--- src/hdl/ppd_pkg.sv ---
// ----------------------------------------------------------------------------
// ppd_pkg
// shared types, register indexes and widths of the ppm pulse train decoder
// ----------------------------------------------------------------------------
package ppd_pkg;

  localparam int MAX_CHANNELS_DEF = 16;

  localparam int TIME_W   = 32;
  localparam int VAL_W    = 16;
  localparam int CNT_W    = 5;
  localparam int CHAN_W   = 8;
  localparam int KIND_W   = 2;
  localparam int CFG_IDX_W  = 3;
  localparam int CFG_DATA_W = 16;

  localparam int IN_DATA_W  = 72;
  localparam int OUT_DATA_W = 72;

  // register indexes on the configuration port
  localparam logic [CFG_IDX_W-1:0] REG_CHANNEL_COUNT = 3'd0;
  localparam logic [CFG_IDX_W-1:0] REG_BLANK_TIME    = 3'd1;
  localparam logic [CFG_IDX_W-1:0] REG_MIN_VALUE     = 3'd2;
  localparam logic [CFG_IDX_W-1:0] REG_MAX_VALUE     = 3'd3;
  localparam logic [CFG_IDX_W-1:0] REG_TOLERANCE     = 3'd4;

  typedef enum logic [KIND_W-1:0] {
    KIND_EDGE  = 2'd0,
    KIND_RAW   = 2'd1,
    KIND_VALID = 2'd2
  } kind_t;

  typedef struct packed {
    logic [CNT_W-1:0] channel_count;
    logic [VAL_W-1:0] blank_time;
    logic [VAL_W-1:0] min_value;
    logic [VAL_W-1:0] max_value;
    logic [VAL_W-1:0] tolerance;
  } cfg_t;

  typedef struct packed {
    logic              frame_start;
    logic              slot_written;
    logic              value_accepted;
    logic [TIME_W-1:0] interval_us;
  } edge_res_t;

  typedef struct packed {
    logic             raw_we;
    logic             valid_we;
    logic [CNT_W-1:0] idx;
    logic [VAL_W-1:0] raw_data;
    logic [VAL_W-1:0] valid_data;
  } slot_wr_t;

endpackage

--- src/hdl/ppd_cfg_regs.sv ---
// ----------------------------------------------------------------------------
// ppd_cfg_regs
// configuration register file, written by index
// ----------------------------------------------------------------------------
module ppd_cfg_regs import ppd_pkg::*; (
  input  logic                  clk,
  input  logic                  rst_n,
  input  logic                  wr_en,
  input  logic [CFG_IDX_W-1:0]  wr_idx,
  input  logic [CFG_DATA_W-1:0] wr_data,
  output cfg_t                  cfg
);

  cfg_t cfg_r;

  always_ff @(posedge clk) begin
    if (!rst_n) begin
      cfg_r.channel_count <= CNT_W'(8);
      cfg_r.blank_time    <= VAL_W'(2100);
      cfg_r.min_value     <= VAL_W'(1000);
      cfg_r.max_value     <= VAL_W'(2000);
      cfg_r.tolerance     <= VAL_W'(10);
    end else if (wr_en) begin
      unique case (wr_idx)
        REG_CHANNEL_COUNT: cfg_r.channel_count <= wr_data[CNT_W-1:0];
        REG_BLANK_TIME:    cfg_r.blank_time    <= wr_data;
        REG_MIN_VALUE:     cfg_r.min_value     <= wr_data;
        REG_MAX_VALUE:     cfg_r.max_value     <= wr_data;
        REG_TOLERANCE:     cfg_r.tolerance     <= wr_data;
        default: ;
      endcase
    end
  end

  assign cfg = cfg_r;

endmodule

--- src/hdl/ppd_store.sv ---
// ----------------------------------------------------------------------------
// ppd_store
// one slot memory with per-entry valid bits; unwritten entries read as zero
// ----------------------------------------------------------------------------
module ppd_store import ppd_pkg::*; #(
  parameter int DEPTH = MAX_CHANNELS_DEF,
  parameter int AW    = 4
) (
  input  logic             clk,
  input  logic             rst_n,
  input  logic             wr_en,
  input  logic [AW-1:0]    wr_addr,
  input  logic [VAL_W-1:0] wr_data,
  input  logic             rd_en,
  input  logic [AW-1:0]    rd_addr,
  output logic [VAL_W-1:0] rd_data
);

  logic [VAL_W-1:0] mem [DEPTH];
  logic [DEPTH-1:0] vld_r;
  logic [VAL_W-1:0] rdata_r;
  logic             rvld_r;

  always_ff @(posedge clk) begin
    if (wr_en) begin
      mem[wr_addr] <= wr_data;
    end
    if (rd_en) begin
      rdata_r <= mem[rd_addr];
    end
  end

  always_ff @(posedge clk) begin
    if (!rst_n) begin
      vld_r  <= '0;
      rvld_r <= 1'b0;
    end else begin
      if (wr_en) begin
        vld_r[wr_addr] <= 1'b1;
      end
      if (rd_en) begin
        rvld_r <= vld_r[rd_addr];
      end
    end
  end

  assign rd_data = rvld_r ? rdata_r : '0;

endmodule

--- src/hdl/ppd_edge_unit.sv ---
// ----------------------------------------------------------------------------
// ppd_edge_unit
// edge interval, frame gap detection, slot counter, tolerance window and min/max clamp
// ----------------------------------------------------------------------------
module ppd_edge_unit import ppd_pkg::*; (
  input  logic              clk,
  input  logic              rst_n,
  input  cfg_t              cfg,
  input  logic [CNT_W-1:0]  n_eff,
  input  logic              edge_en,
  input  logic [TIME_W-1:0] edge_time,
  output edge_res_t         res,
  output slot_wr_t          wr
);

  logic [TIME_W-1:0] last_r;
  logic [CNT_W-1:0]  slot_r;

  logic [TIME_W-1:0] interval;
  logic              frame;
  logic              room;
  logic              in_win;
  logic [VAL_W-1:0]  lo;
  logic [VAL_W:0]    hi;
  logic [VAL_W-1:0]  clamped;

  always_comb begin
    interval = edge_time - last_r;
    frame    = interval > {16'd0, cfg.blank_time};
    room     = slot_r < n_eff;
    lo       = (cfg.tolerance > cfg.min_value) ? '0 : cfg.min_value - cfg.tolerance;
    hi       = {1'b0, cfg.max_value} + {1'b0, cfg.tolerance};
    in_win   = (interval >= {16'd0, lo}) && (interval <= {15'd0, hi});
    if (interval < {16'd0, cfg.min_value}) begin
      clamped = cfg.min_value;
    end else if (interval > {16'd0, cfg.max_value}) begin
      clamped = cfg.max_value;
    end else begin
      clamped = interval[VAL_W-1:0];
    end

    res.frame_start    = frame;
    res.slot_written   = !frame && room;
    res.value_accepted = !frame && room && in_win;
    res.interval_us    = interval;

    wr.raw_we     = edge_en && res.slot_written;
    wr.valid_we   = edge_en && res.value_accepted;
    wr.idx        = slot_r;
    wr.raw_data   = interval[VAL_W-1:0];
    wr.valid_data = clamped;
  end

  always_ff @(posedge clk) begin
    if (!rst_n) begin
      last_r <= '0;
      slot_r <= '0;
    end else if (edge_en) begin
      last_r <= edge_time;
      if (frame) begin
        slot_r <= '0;
      end else if (room) begin
        slot_r <= slot_r + CNT_W'(1);
      end
    end
  end

endmodule

--- src/hdl/ppm_pulse_train_decoder.sv ---
// ----------------------------------------------------------------------------
// ppm_pulse_train_decoder
// decodes a radio-control ppm pulse train into per-channel slot values
// ----------------------------------------------------------------------------
//  channel | direction | contents
//  in_     | slave     | edge timestamp or channel read request, kind in tuser
//  out_    | master    | one result word per input word
//  cfg_    | slave     | register index and write data, always ready
//
//  one word is accepted per cycle while in_tready is high; a result word passes
//  the memory read stage, then the output register, since the slot memories
//  are read synchronously
//  reset clears timing state and per-entry valid bits, sets config defaults; no
//  clearing pass is needed, unwritten entries read as zero
//  a stalled output holds the result; the middle stage fills and then in_tready
//  drops until out_tready returns
// ----------------------------------------------------------------------------
module ppm_pulse_train_decoder import ppd_pkg::*; #(
  parameter int MAX_CHANNELS = MAX_CHANNELS_DEF
) (
  input  logic                  clk,
  input  logic                  rst_n,
  // input words
  input  logic                  in_tvalid,
  output logic                  in_tready,
  // [31:0] edge_time_us, [39:32] channel, [71:40] default_value
  input  logic [IN_DATA_W-1:0]  in_tdata,
  // [1:0] kind
  input  logic [KIND_W-1:0]     in_tuser,
  // result words
  output logic                  out_tvalid,
  input  logic                  out_tready,
  // [31:0] read_value, [32] channel_ok, [33] frame_start, [34] slot_written,
  // [35] value_accepted, [67:36] interval_us, [71:68] zero
  output logic [OUT_DATA_W-1:0] out_tdata,
  // configuration writes
  input  logic                  cfg_valid,
  output logic                  cfg_ready,
  input  logic [CFG_IDX_W-1:0]  cfg_index,
  input  logic [CFG_DATA_W-1:0] cfg_data
);

  // slot address width, at least one bit
  localparam int AW = (MAX_CHANNELS > 1) ? $clog2(MAX_CHANNELS) : 1;

  cfg_t cfg;

  // input word fields
  kind_t             in_kind;
  logic [TIME_W-1:0] in_time;
  logic [CHAN_W-1:0] in_chan;
  logic [TIME_W-1:0] in_dflt;
  logic              in_acc;
  logic              edge_en;
  logic              rd_en;

  // effective channel count and read channel check
  logic [CNT_W-1:0]  n_eff;
  logic              chan_ok;
  logic [CHAN_W-1:0] chan_m1;

  edge_res_t         edge_res;
  slot_wr_t          slot_wr;
  logic [VAL_W-1:0]  raw_rd;
  logic [VAL_W-1:0]  valid_rd;

  // middle stage: memory data arrives here
  logic              s1_vld_r;
  logic [KIND_W-1:0] s1_kind_r;
  logic              s1_ok_r;
  logic [TIME_W-1:0] s1_dflt_r;
  edge_res_t         s1_edge_r;
  logic              s1_go;

  // output register
  logic                  out_vld_r;
  logic [OUT_DATA_W-1:0] out_data_r;
  logic [OUT_DATA_W-1:0] out_data_nxt;

  logic [TIME_W-1:0] rd_value;
  logic              rd_ok;

  assign cfg_ready = 1'b1;

  ppd_cfg_regs u_cfg (
    .clk     (clk),
    .rst_n   (rst_n),
    .wr_en   (cfg_valid),
    .wr_idx  (cfg_index),
    .wr_data (cfg_data),
    .cfg     (cfg)
  );

  assign in_kind = kind_t'(in_tuser);
  assign in_time = in_tdata[31:0];
  assign in_chan = in_tdata[39:32];
  assign in_dflt = in_tdata[71:40];

  // output stage frees up when empty or being drained
  assign s1_go     = !out_vld_r || out_tready;
  assign in_tready = !s1_vld_r || s1_go;
  assign in_acc    = in_tvalid && in_tready;
  assign edge_en   = in_acc && (in_kind == KIND_EDGE);
  assign rd_en     = in_acc && ((in_kind == KIND_RAW) || (in_kind == KIND_VALID));

  // channel count limited to the store depth
  always_comb begin
    if ({1'b0, cfg.channel_count} > 6'(MAX_CHANNELS)) begin
      n_eff = CNT_W'(MAX_CHANNELS);
    end else begin
      n_eff = cfg.channel_count;
    end
  end

  assign chan_ok = (in_chan != '0) && (in_chan <= {3'd0, n_eff});
  assign chan_m1 = in_chan - CHAN_W'(1);

  ppd_edge_unit u_edge (
    .clk       (clk),
    .rst_n     (rst_n),
    .cfg       (cfg),
    .n_eff     (n_eff),
    .edge_en   (edge_en),
    .edge_time (in_time),
    .res       (edge_res),
    .wr        (slot_wr)
  );

  // writes land at accept, so a read in the next cycle already sees them
  ppd_store #(
    .DEPTH (MAX_CHANNELS),
    .AW    (AW)
  ) u_raw_store (
    .clk     (clk),
    .rst_n   (rst_n),
    .wr_en   (slot_wr.raw_we),
    .wr_addr (slot_wr.idx[AW-1:0]),
    .wr_data (slot_wr.raw_data),
    .rd_en   (rd_en && chan_ok),
    .rd_addr (chan_m1[AW-1:0]),
    .rd_data (raw_rd)
  );

  ppd_store #(
    .DEPTH (MAX_CHANNELS),
    .AW    (AW)
  ) u_valid_store (
    .clk     (clk),
    .rst_n   (rst_n),
    .wr_en   (slot_wr.valid_we),
    .wr_addr (slot_wr.idx[AW-1:0]),
    .wr_data (slot_wr.valid_data),
    .rd_en   (rd_en && chan_ok),
    .rd_addr (chan_m1[AW-1:0]),
    .rd_data (valid_rd)
  );

  // middle stage registers
  always_ff @(posedge clk) begin
    if (!rst_n) begin
      s1_vld_r <= 1'b0;
    end else if (in_tready) begin
      s1_vld_r <= in_tvalid;
    end
  end

  always_ff @(posedge clk) begin
    if (in_acc) begin
      s1_kind_r <= in_tuser;
      s1_ok_r   <= chan_ok;
      s1_dflt_r <= in_dflt;
      s1_edge_r <= edge_en ? edge_res : '0;
    end
  end

  // result word assembly
  always_comb begin
    rd_value = '0;
    rd_ok    = 1'b0;
    unique case (s1_kind_r)
      KIND_RAW: begin
        rd_ok    = s1_ok_r;
        rd_value = s1_ok_r ? {16'd0, raw_rd} : '0;
      end
      KIND_VALID: begin
        rd_ok    = s1_ok_r;
        rd_value = s1_ok_r ? {16'd0, valid_rd} : s1_dflt_r;
      end
      default: ;
    endcase
    out_data_nxt = {4'd0, s1_edge_r.interval_us, s1_edge_r.value_accepted,
                    s1_edge_r.slot_written, s1_edge_r.frame_start, rd_ok, rd_value};
  end

  // output register
  always_ff @(posedge clk) begin
    if (!rst_n) begin
      out_vld_r <= 1'b0;
    end else if (s1_go) begin
      out_vld_r <= s1_vld_r;
    end
  end

  always_ff @(posedge clk) begin
    if (s1_go && s1_vld_r) begin
      out_data_r <= out_data_nxt;
    end
  end

  assign out_tvalid = out_vld_r;
  assign out_tdata  = out_data_r;

endmodule

--- config.mk ---
export PLATFORM = sky130hd
export DESIGN_NAME = ppm_pulse_train_decoder
export DESIGN_NICKNAME = d
export VERILOG_FILES = /design/src/hdl/ppd_pkg.sv /design/src/hdl/ppd_cfg_regs.sv /design/src/hdl/ppd_store.sv /design/src/hdl/ppd_edge_unit.sv /design/src/hdl/ppm_pulse_train_decoder.sv
export SDC_FILE = /design/constraint.sdc
export NUM_CORES = 1
export LEC_CHECK = 0
export BUFFER_PORTS_ARGS = -buffer_cell sky130_fd_sc_hd__buf_2
export CAP_MARGIN = 20
export CORE_MARGIN = 10
export CORE_UTILIZATION = 35
export CTS_CLUSTER_DIAMETER = 40
export CTS_CLUSTER_SIZE = 16
export DETAILED_ROUTE_END_ITERATION = 6
export PLACE_DENSITY = 0.56
export SYNTH_ARGS = -nofsm -noshare
export SYNTH_HDL_FRONTEND = slang
export SYNTH_SLANG_ARGS = --single-unit
--- constraint.sdc ---
create_clock -name clk -period 11.5 [get_ports clk]
set_clock_uncertainty 0.15 [all_clocks]
set_input_delay 0.575 -clock clk [delete_from_list [all_inputs] [get_ports clk]]
set_output_delay 0.575 -clock clk [all_outputs]
set_load 0.05 [all_outputs]
## Yosys cells after proc, flatten, opt, wreduce, memory -nomap -nowiden

Memory sizes are Yosys's and may differ from the RTL's. A register that Yosys moved wholly into a read port is not among the register bits.
Cells that the tools add are included.

- Add/subtract/negate cells: 5
- $lt $le $gt $ge: 12
- Equal/unequal tests: 8
- Multiplexer cells: 21
- Bitwise operators: 2
- Reductions and logical operators: 29

Operators with widths:

| operator | number |
|---|---|
| $mux W16 | 6 |
| $gt A32 B16 Y1 | 2 |
| $pmux W32 S2 | 1 |
| $ge A32 B16 Y1 | 1 |
| $le A32 B17 Y1 | 1 |
| $lt A32 B16 Y1 | 1 |
| $mux W32 | 1 |
| $or A16 B16 Y16 | 2 |
| $sub A32 B32 Y32 | 1 |
| $add A16 B16 Y17 | 1 |
| $gt A16 B16 Y1 | 1 |
| $sub A16 B16 Y16 | 1 |
| $mux W5 | 3 |
| $logic_and A1 B1 Y1 | 12 |
| $reduce_and A2 Y1 | 6 |
| $lt A4 B5 Y1 const B | 2 |
| $bmux W1 S4 | 2 |
| $le A8 B5 Y1 | 1 |
| $reduce_bool A8 Y1 | 1 |
| $mux W1 | 7 |
| $eq A3 B2 Y1 const B | 2 |
| $add A5 B1 Y5 const B | 1 |
| $gt A5 B5 Y1 const B | 1 |
| $lt A5 B5 Y1 | 1 |
| 13 further kinds | 19 |

- Flip-flop bits (word level): 280
- Memory bits (writable): 512
- Bits of input ports: 98
- Output and inout port bits: 75
- Logic and storage cells: 101
- Memories kept: 2

Memories:

| name | depth | bits a word | rd ports | clocked after Yosys merged registers in | wr ports | RTL line | text |
|---|---|---|---|---|---|---|---|
| u_raw_store.mem | 16 | 16 | 1 | 1 | 1 | ppd_store.sv:19 | `logic [VAL_W-1:0] mem [DEPTH];` |
| u_valid_store.mem | 16 | 16 | 1 | 1 | 1 | ppd_store.sv:19 |  |

## Depth between registers and ports, before layout

Gate-level depths: netlist of the first run.

- Depth after elaboration: 8
- Mapped depth: 28
- Gate-level depth less buffers: 26

## Hierarchy

Synthesis of the first run repeated with hierarchy kept, for this count alone.

- Cell total of the unflattened synthesis: 2542
- Area, all modules: 37897.6 sq um

By module, submodules not included:

| module | instances | cells an instance | area an instance (sq um) |
|---|---|---|---|
| ppd_store | 2 | 464 | 10964.3 |
| ppd_edge_unit | 1 | 1040 | 7957.6 |
| ppm_pulse_train_decoder | 1 | 315 | 5337.6 |
| ppd_cfg_regs | 1 | 259 | 2673.8 |

## Worst setup path before layout of the first run

OpenSTA, ideal clock, no wires.

- Path type: reg-to-reg
- Start: register u_cfg.cfg_r (netlist bit u_cfg.cfg[32])
- End: memory u_valid_store.mem[0][0], enable pin
- Library setup time: 374 ps
- Arrival: 5046 ps
- Data required time: 10976 ps
- Path slack: 5930 ps
- Stages on the path, launching flop included: 28
- Buffers on the path: 3
- Period minus slack after synthesis: 5570 ps
- Cell sequence: dfxtp_1 -> inv_1 -> ha_1 -> fa_1 -> nor2b_1 -> o21ai_0 -> a21oi_1 -> o21ai_0 -> a21oi_1 -> nand4_1 -> a31oi_1 -> a221oi_1 -> o21bai_1 -> a21o_1 -> clkbuf_1 -> nand2_1 -> ha_1 -> o2111ai_1 -> o21ai_0 -> a21o_1 -> a211oi_1 -> nor3_1 -> o221ai_1 -> a211oi_1 -> and3b_1 -> clkbuf_1 -> clkbuf_1 -> and3_1

- Cells in the longest elaborated chain, start to end: 8
- Elaborated cells between the ends (all ways): 9

Ends and longest elaborated chain:

| element | RTL line | text |
|---|---|---|
| start: declaration | ppd_cfg_regs.sv:14 | `cfg_t cfg_r;` |
| $sub A16 B16 Y16 or $gt A16 B16 Y1 (tied branches) | ppd_edge_unit.sv:31 | `lo = (cfg.tolerance > cfg.min_value) ? '0 : cfg.min_value - cfg.tolerance;` |
| $mux W16 (*) | ppd_edge_unit.sv:31 |  |
| $ge A32 B16 Y1 (*) | ppd_edge_unit.sv:33 | `in_win = (interval >= {16'd0, lo}) && (interval <= {15'd0, hi});` |
| $logic_and A1 B1 Y1 (*) | ppd_edge_unit.sv:33 |  |
| $logic_and A1 B1 Y1 (*) | ppd_edge_unit.sv:44 | `res.value_accepted = !frame && room && in_win;` |
| $logic_and A1 B1 Y1 (*) | ppd_edge_unit.sv:48 | `wr.valid_we = edge_en && res.value_accepted;` |
| $mux W1 (*) | ppd_store.sv:25 | `if (wr_en) begin` |
| $mux W1 (implied by the code) (*) | ppd_store.sv:26 | `mem[wr_addr] <= wr_data;` |
| end: declaration | ppd_store.sv:19 |  |

Every way passes the cells marked *; elsewhere a longest branch is shown, timed or not.

## Worst setup path in the final report of the first run

- Start: register u_cfg.cfg_r (netlist bit u_cfg.cfg[32])
- End: memory u_valid_store.mem[12][5], enable pin

The elaborated chain is that of the path after synthesis.

==> flow_summary.json, run 1 <==
{
  "ioPinCount": 173,
  "grt_start_max_net_pins": 72,
  "vias": 21700,
  "clkTransAtPathRegs_ns": 0.06,
  "synthMuxAreaShare_pct": 11.6,
  "crit_path_max_fanout": 17,
  "synth_area_per_cell_um2": 14.9,
  "antenna_found_initial": 8,
  "pwr-share-comb_pct": 10.1,
  "synth_xor_area_share_pct": 1.31,
  "gp_congestion": 0.881,
  "min_period_ns": 6.83,
  "ant_nets": 0,
  "fmax_mhz": 146,
  "fp.dieW_um": 341,
  "synth-seq-area-share_pct": 64.5,
  "grt_pass1_wl_um": 143000,
  "worst_ep_required_time_ns": 11.64,
  "p_seq_share_pct": 44.1,
  "insertion_delay_ns": 0.68,
  "p_int_w": 0.00561,
  "post_cts_resized": 0,
  "area_growth_pct": 19.2,
  "drc": 0,
  "drive_gt1_share_pct": 22.4,
  "synth_top_family_by_area": "multiplexers",
  "p_leak_nw": 14.8,
  "track_usage_pct": 16.2,
  "cts_tree": "built",
  "wl_per_cell_um": 23.2,
  "synth_ff_type": "edfxtp_1",
  "ir_drop_mv": 0.119,
  "first_global_vias": 22100,
  "num_rows": 117,
  "p_sw_w": 0.00191,
  "dp_hpwl_um": 66100,
  "start_util_pct": 35.4,
  "outcome": "completed",
  "layout_setup_ws_ns": 4.67,
  "yosys.area_share.simple_pct": 7.21,
  "yosys_warnings": 0,
  "synthAdderAreaFrac_pct": 5.74,
  "hold_violations": 0,
  "cts_sinks": 824,
  "end_kind": "register",
  "synth_compound_area_share_pct": 6.99,
  "placed_cells": 3897,
  "layout.nets": 2953,
  "hold_slack_ns": 0.0370,
  "mostFrequentLayoutCells": "edfxtp_1, nand2_1, mux4_2",
  "tns_ns": 0,
  "cts_setup_buffers": 0,
  "period_share_pct": 59.4,
  "viasPerCell": 5.23,
  "yosysUniqueCellTypes": 78,
  "h-tree-depth": 3,
  "fin_util_pct": 42.2,
  "crit_type": "reg2reg",
  "netlist_instances": 2424,
  "worst_slew_pin_slew_ns": 1.11,
  "cts_buffers": 107,
  "core-area_um2": 102000,
  "grt.overflow.total": 0,
  "arrival_ns": 6.97,
  "clockRootBuffer": "clkbuf_16",
  "synth_edf_count": 682,
  "synth_seq_cells": 824,
  "drv_cap": 0,
  "layout.cells.most_common": "edfxtp_1",
  "portBuffers": 167,
  "power_frac_clock_pct": 45.8,
  "worstSetupStartpointType": "register",
  "synth_area_um2": 36200,
  "max-slew-margin-rel_pct": 26.3,
  "stdcell_count": 4155,
  "power_density_nw_per_um2": 175,
  "pre_cts_ws_ns": 4.63,
  "async_flop_share_pct": 0,
  "clk_path_buf_depth": 3,
  "slew_violations": 0,
  "drt_wl_total_um": 96400,
  "dr.first_iter.drc_count": 1805,
  "rsz0062_at_grt": "no",
  "die_height_um": 341,
  "hp-class": "in2reg",
  "setup_violations": 0,
  "dr.pass1.iters": 7,
  "die_area_um2": 117000,
  "holdBufCountCts": 48,
  "swShare_pct": 25.4
}
-- path summary, 6_finish.rpt --
kind | start | slack [ns] | cells after the start | to
min reg2reg | out_data_nxt[55]$_SDFFCE_PN0P_ | 0.23 | 0 | out_tdata[55]$_DFFE_PP_
max | u_cfg.cfg[32]$_SDFFE_PN0P_ | 4.67 | 24 | u_valid_store.mem[12][5]$_DFFE_PP_
min | in_tdata[5] | 0.04 | 3 | u_edge.last_r[5]$_SDFFE_PN0P_
max reg2reg | u_cfg.cfg[32]$_SDFFE_PN0P_ | 4.67 | 24 | u_valid_store.mem[12][5]$_DFFE_PP_
-- synthesized netlist by cell type (all sizes together) (3+ instances only) --
library cell / count / area (um2)
a211o: 5 / 43.8
a211oi: 11 / 92.6
a21boi: 6 / 45.0
a21o: 36 / 270
a21oi: 150 / 754
a222oi: 16 / 160
a22o: 3 / 26.3
a31o: 4 / 35.0
a31oi: 10 / 62.6
a32o: 3 / 30.0
and2: 47 / 297
and3: 47 / 294
and3b: 3 / 26.3
buf: 24 / 125
clkbuf: 81 / 304
dfxtp: 142 / 2840
edfxtp: 682 / 20500
fa: 3 / 60.1
ha: 161 / 2010
inv: 139 / 522
mux2i: 36 / 360
mux4: 170 / 3830
nand2: 258 / 968
nand2b: 13 / 81.3
nand3: 20 / 100
nand4: 20 / 125
nor2: 67 / 251
nor2b: 20 / 125
nor3: 15 / 75.1
nor4: 5 / 67.6
o211ai: 36 / 275
o21a: 15 / 114
o21ai: 63 / 323
o21bai: 7 / 52.6
o31ai: 5 / 37.5
or2: 6 / 37.5
or3: 6 / 37.5
or4: 3 / 26.3
xnor2: 32 / 280
xor2: 22 / 193
-- logic make-up (layout without fill, tap and decap cells) --
| logic type | Yosys count | count (layout) |
|---|---|---|
| adder cells (fa/ha/maj) | 164 | 164 |
| AO/OA/AOI/OAI | 390 | 390 |
| XOR/XNOR | 54 | 54 |
| multiplexers | 207 | 207 |
| AND/OR/NAND/NOR | 539 | 539 |
| flip-flops | 824 | 824 |
| buffers and inverters | 244 | 601 |
| other | 2 | 8 |
-- power by group through the flow --
| stage | clock, W | combinational (W) | sequential [W] |
|---|---|---|---|
| 5_1_grt | 0.00364 | 0.000830 | 0.00332 |
| 4_1_cts | 0.00351 | 0.000763 | 0.00332 |
| 3_3_place_gp | 0 | 0.000734 | 0.00338 |
| 6_report | 0.00344 | 0.000762 | 0.00332 |
| 3_5_place_dp | 0 | 0.000746 | 0.00338 |
| 2_1_floorplan | 0 | 0.000427 | 0.00341 |
-- flip-flops by register name (all words and copies together), names as in the netlist, 32 cells and up --
register           cells
out_tdata             68
u_edge.last_r         32
u_raw_store.mem      256
out_data_nxt          35
u_cfg.cfg             69
s1_dflt_r             32
u_valid_store.mem    256
-- metal layers --
layer  vias up  global-route usage [%]  part of all wire [%]
met5         -                       0                 0.028
met4         4                    5.07                   2.6
met3       158                    4.46                   8.6
met2       872                    25.2                    46
met1     10800                    22.0                    43
li1       9851                       -                     -
-- metrics by stage --
| step | cell area [um2] | power [W] |
|---|---|---|
| floorplan | 36200 | 0.00384 |
| global placement | 38800 | 0.00411 |
| detailed placement | 38800 | 0.00413 |
| CTS | 43000 | 0.00759 |
| global route | 43100 | 0.00779 |
| finish | 43100 | 0.00752 |
-- worst max-delay path: stages (launching register included) --
cell and delay, ns:
dfxtp_1 0.35, inv_1 0.07, ha_1 0.21, fa_1 0.40, nor2b_1 0.12, o21ai_0 0.11, a21oi_1 0.20, o21ai_0 0.12
a21oi_1 0.23, nand4_1 0.15, a31oi_1 0.24, a221oi_1 0.18, o21bai_1 0.15, a21o_1 0.40, nand3b_1 0.13, ha_1 0.32
o2111ai_1 0.12, o21ai_0 0.19, a21o_1 0.15, a211oi_1 0.06, nor3_1 0.22, o221ai_1 0.19, a211oi_1 0.43, and3b_1 0.62
and3_1 0.89
-- cell type report --
type                       instances  area [um2]
fill                            9305       59100
sequential                       824       23300
multi-input combinational       1359       12100
clock buffer                     116        2800
tap                             1368        1710
timing repair buffer             260        1670
clock inverter                    86         997
inverter                         139         522
antenna                            3        7.51
(Power assumes the default switching activity.)
==> run 2, diff against run 1 <==
Clock period 11.5 ns to 6.5 ns, I/O delays scaled along.
==> run 2 against run 1 <==
Sequential share of layout area is 1.2 points lower. Register-to-register slack worse by 4.1 ns. Clock-buffer cell count is 3 lower. Core utilization is 0.98 points higher. Combinational power is 80% higher. Die area stayed put. Critical path depth is 1 lower.
==> flow_summary.json, run 2 (synthesis results as in run 1) <==
{
  "totalPowerFinal_w": 0.0131,
  "cts_sinks": 824,
  "num_rows": 117,
  "worstSetupStartpointType": "register",
  "min_period_ns": 5.88,
  "start_util_pct": 35.4,
  "first_global_vias": 22800,
  "drv_cap": 0,
  "die_height_um": 341,
  "worst_ep_required_time_ns": 6.73,
  "end_kind": "register",
  "crit_path_max_fanout": 17,
  "hold_violations": 0,
  "ir_drop_mv": 0.207,
  "clockRootBuffer": "clkbuf_16",
  "p_int_w": 0.00975,
  "drive_gt1_share_pct": 23.3,
  "fp.dieW_um": 341,
  "r2r-end": "u_valid_store.mem[10][9]$_DFFE_PP_",
  "dp_hpwl_um": 66300,
  "viasPerCell": 5.23,
  "reg2reg_slack_ns": 0.62,
  "swShare_pct": 25.8,
  "placed_cells": 3953,
  "max-slew-margin-rel_pct": 21.2,
  "clkTransAtPathRegs_ns": 0.06,
  "use_met2_pct": 25.8,
  "diodes": 0,
  "h-tree-depth": 3,
  "slew_violations": 0,
  "r2r-start": "u_cfg.cfg[16]$_SDFFE_PN0P_",
  "cts_tree": "built",
  "clk_path_buf_depth": 3,
  "use_met3_pct": 2.96,
  "stdcell_count": 4244,
  "ant_nets": 0,
  "crit_path_end": "u_valid_store.mem[10][9]$_DFFE_PP_",
  "grt_start_max_net_pins": 72,
  "rsz0062_at_grt": "no",
  "gp_congestion": 0.881,
  "portBuffers": 167,
  "antenna_found_initial": 5,
  "tns_ns": 0,
  "vias": 22200,
  "core-area_um2": 102000,
  "ioPinCount": 173,
  "track_usage_pct": 16.3,
  "min_from": "cfg_index[1]",
  "p_leak_nw": 15.3,
  "p_sw_w": 0.00339,
  "cp-startpoint": "u_cfg.cfg[16]$_SDFFE_PN0P_",
  "period_share_pct": 90.5,
  "worst-r2r-cell-count": 23,
  "fin_util_pct": 43.2,
  "grt-busiest-layer": "met2",
  "drc": 0,
  "insertion_delay_ns": 0.70,
  "fmax_mhz": 170,
  "arrival_ns": 6.11,
  "die_area_um2": 117000,
  "power_frac_clock_pct": 44.9,
  "layout.cells.most_common": "edfxtp_1",
  "grt.overflow.total": 0,
  "dr.first_iter.drc_count": 1743,
  "dr.pass1.iters": 6,
  "hp-class": "in2reg",
  "pwr-share-comb_pct": 10.5,
  "outcome": "completed",
  "power_density_nw_per_um2": 298,
  "num-fill-cells": 9122,
  "mostFrequentLayoutCells": "edfxtp_1, nand2_1, mux4_2",
  "drt_wl_total_um": 96800,
  "p_seq_share_pct": 44.7,
  "area_growth_pct": 21.9,
  "cts_buffers": 107,
  "worst_slew_pin_slew_ns": 1.18,
  "layout.nets": 3044,
  "wl_per_cell_um": 22.8,
  "setup_violations": 0,
  "crit_type": "reg2reg",
  "grt_pass1_wl_um": 145000,
  "use_met1_pct": 22.4,
  "post_cts_resized": 0
}
## run 2: cell types whose count changed in the layout (fill, tap and decap cells not counted), moves of 3 or more
| cell | change |
|---|---|
| buf_12 | +31 |
| mux2i_1 | +3 |
| clkinv_4 | -5 |
| diode_2 | -3 |
| mux2i_2 | -3 |
| inv_8 | -3 |
| buf_4 | +22 |
| clkinv_1 | +5 |
| clkinv_2 | +3 |
| inv_6 | +7 |
| bufinv_16 | -4 |
| dlygate4sd3_1 | +39 |
## run 2: final cells by class
class                   instances  area (um2)  share of cell area, %
multi-input cells            1359       12000                   27.3
inverters                     139         522                   1.18
well taps                    1368        1710                   3.88
repair buffers                351        2850                   6.47
clock inverters                90         915                   2.07
flip-flops and latches        824       23300                   52.9
clock buffers                 113        2730                   6.19
## run 2: layer usage
metal  vias to the layer above  routed length, um
met5                         -                 11
met1                     11200              43300
met3                       159               6070
met2                       749              44700
li1                      10000                  -
met4                         2               2730
## run 2: power groups by stage
stage               registers [W]  logic, W  clock network (W)
floorplan                 0.00604  0.000759                  0
global placement          0.00598   0.00130                  0
detailed placement        0.00598   0.00133                  0
CTS                       0.00587   0.00138            0.00602
global route              0.00587   0.00149            0.00624
finish                    0.00587   0.00137            0.00589
## run 2: repair_timing
action | in CTS | in global routing
hold buffers | 87 | 0
endpoints found under the hold margin | 143 | 0
buffers inserted | 0 | 0
## run 2: per-stage QoR
| stage | hold slack [ns] | setup slack [ns] | area [um2] |
|---|---|---|---|
| after floorplan | 0.250 | 0.930 | 36200 |
| after global placement | 0.259 | 0.716 | 39600 |
| after detailed placement | 0.255 | 0.700 | 39600 |
| after CTS | 0.0374 | 0.671 | 44100 |
| after global routing | 0.106 | 0.155 | 44100 |
| final | 0.0782 | 0.620 | 44100 |
## run 2: how the worst min path moves through the flow
stage                                 endpoint  slack (ns)  depth (start not counted)
global route        u_cfg.cfg[51]$_SDFFE_PN0P_        0.11                          5
global placement       out_tdata[62]$_DFFE_PP_        0.26                          0
floorplan              out_tdata[33]$_DFFE_PP_        0.25                          0
CTS                 u_cfg.cfg[51]$_SDFFE_PN0P_        0.04                          5
detailed placement     out_tdata[60]$_DFFE_PP_        0.25                          0
finish              u_cfg.cfg[51]$_SDFFE_PN0P_        0.08                          5
## run 2: critical path: stages (launching register included)
cell      delay [ns]
dfxtp_1         0.35
ha_1            0.22
fa_1            0.41
a21o_1          0.19
a21oi_1         0.30
o21bai_1        0.10
a21oi_1         0.28
nor2b_1         0.09
o21a_1          0.20
o31a_1          0.25
o41ai_1         0.49
o21a_1          0.25
xor2_1          0.17
ha_1            0.27
a21o_1          0.17
a21oi_1         0.14
o211ai_1        0.11
a21oi_1         0.16
a31oi_1         0.06
a211oi_1        0.35
and3b_1         0.28
buf_12          0.16
and3_1          0.22
buf_12          0.17
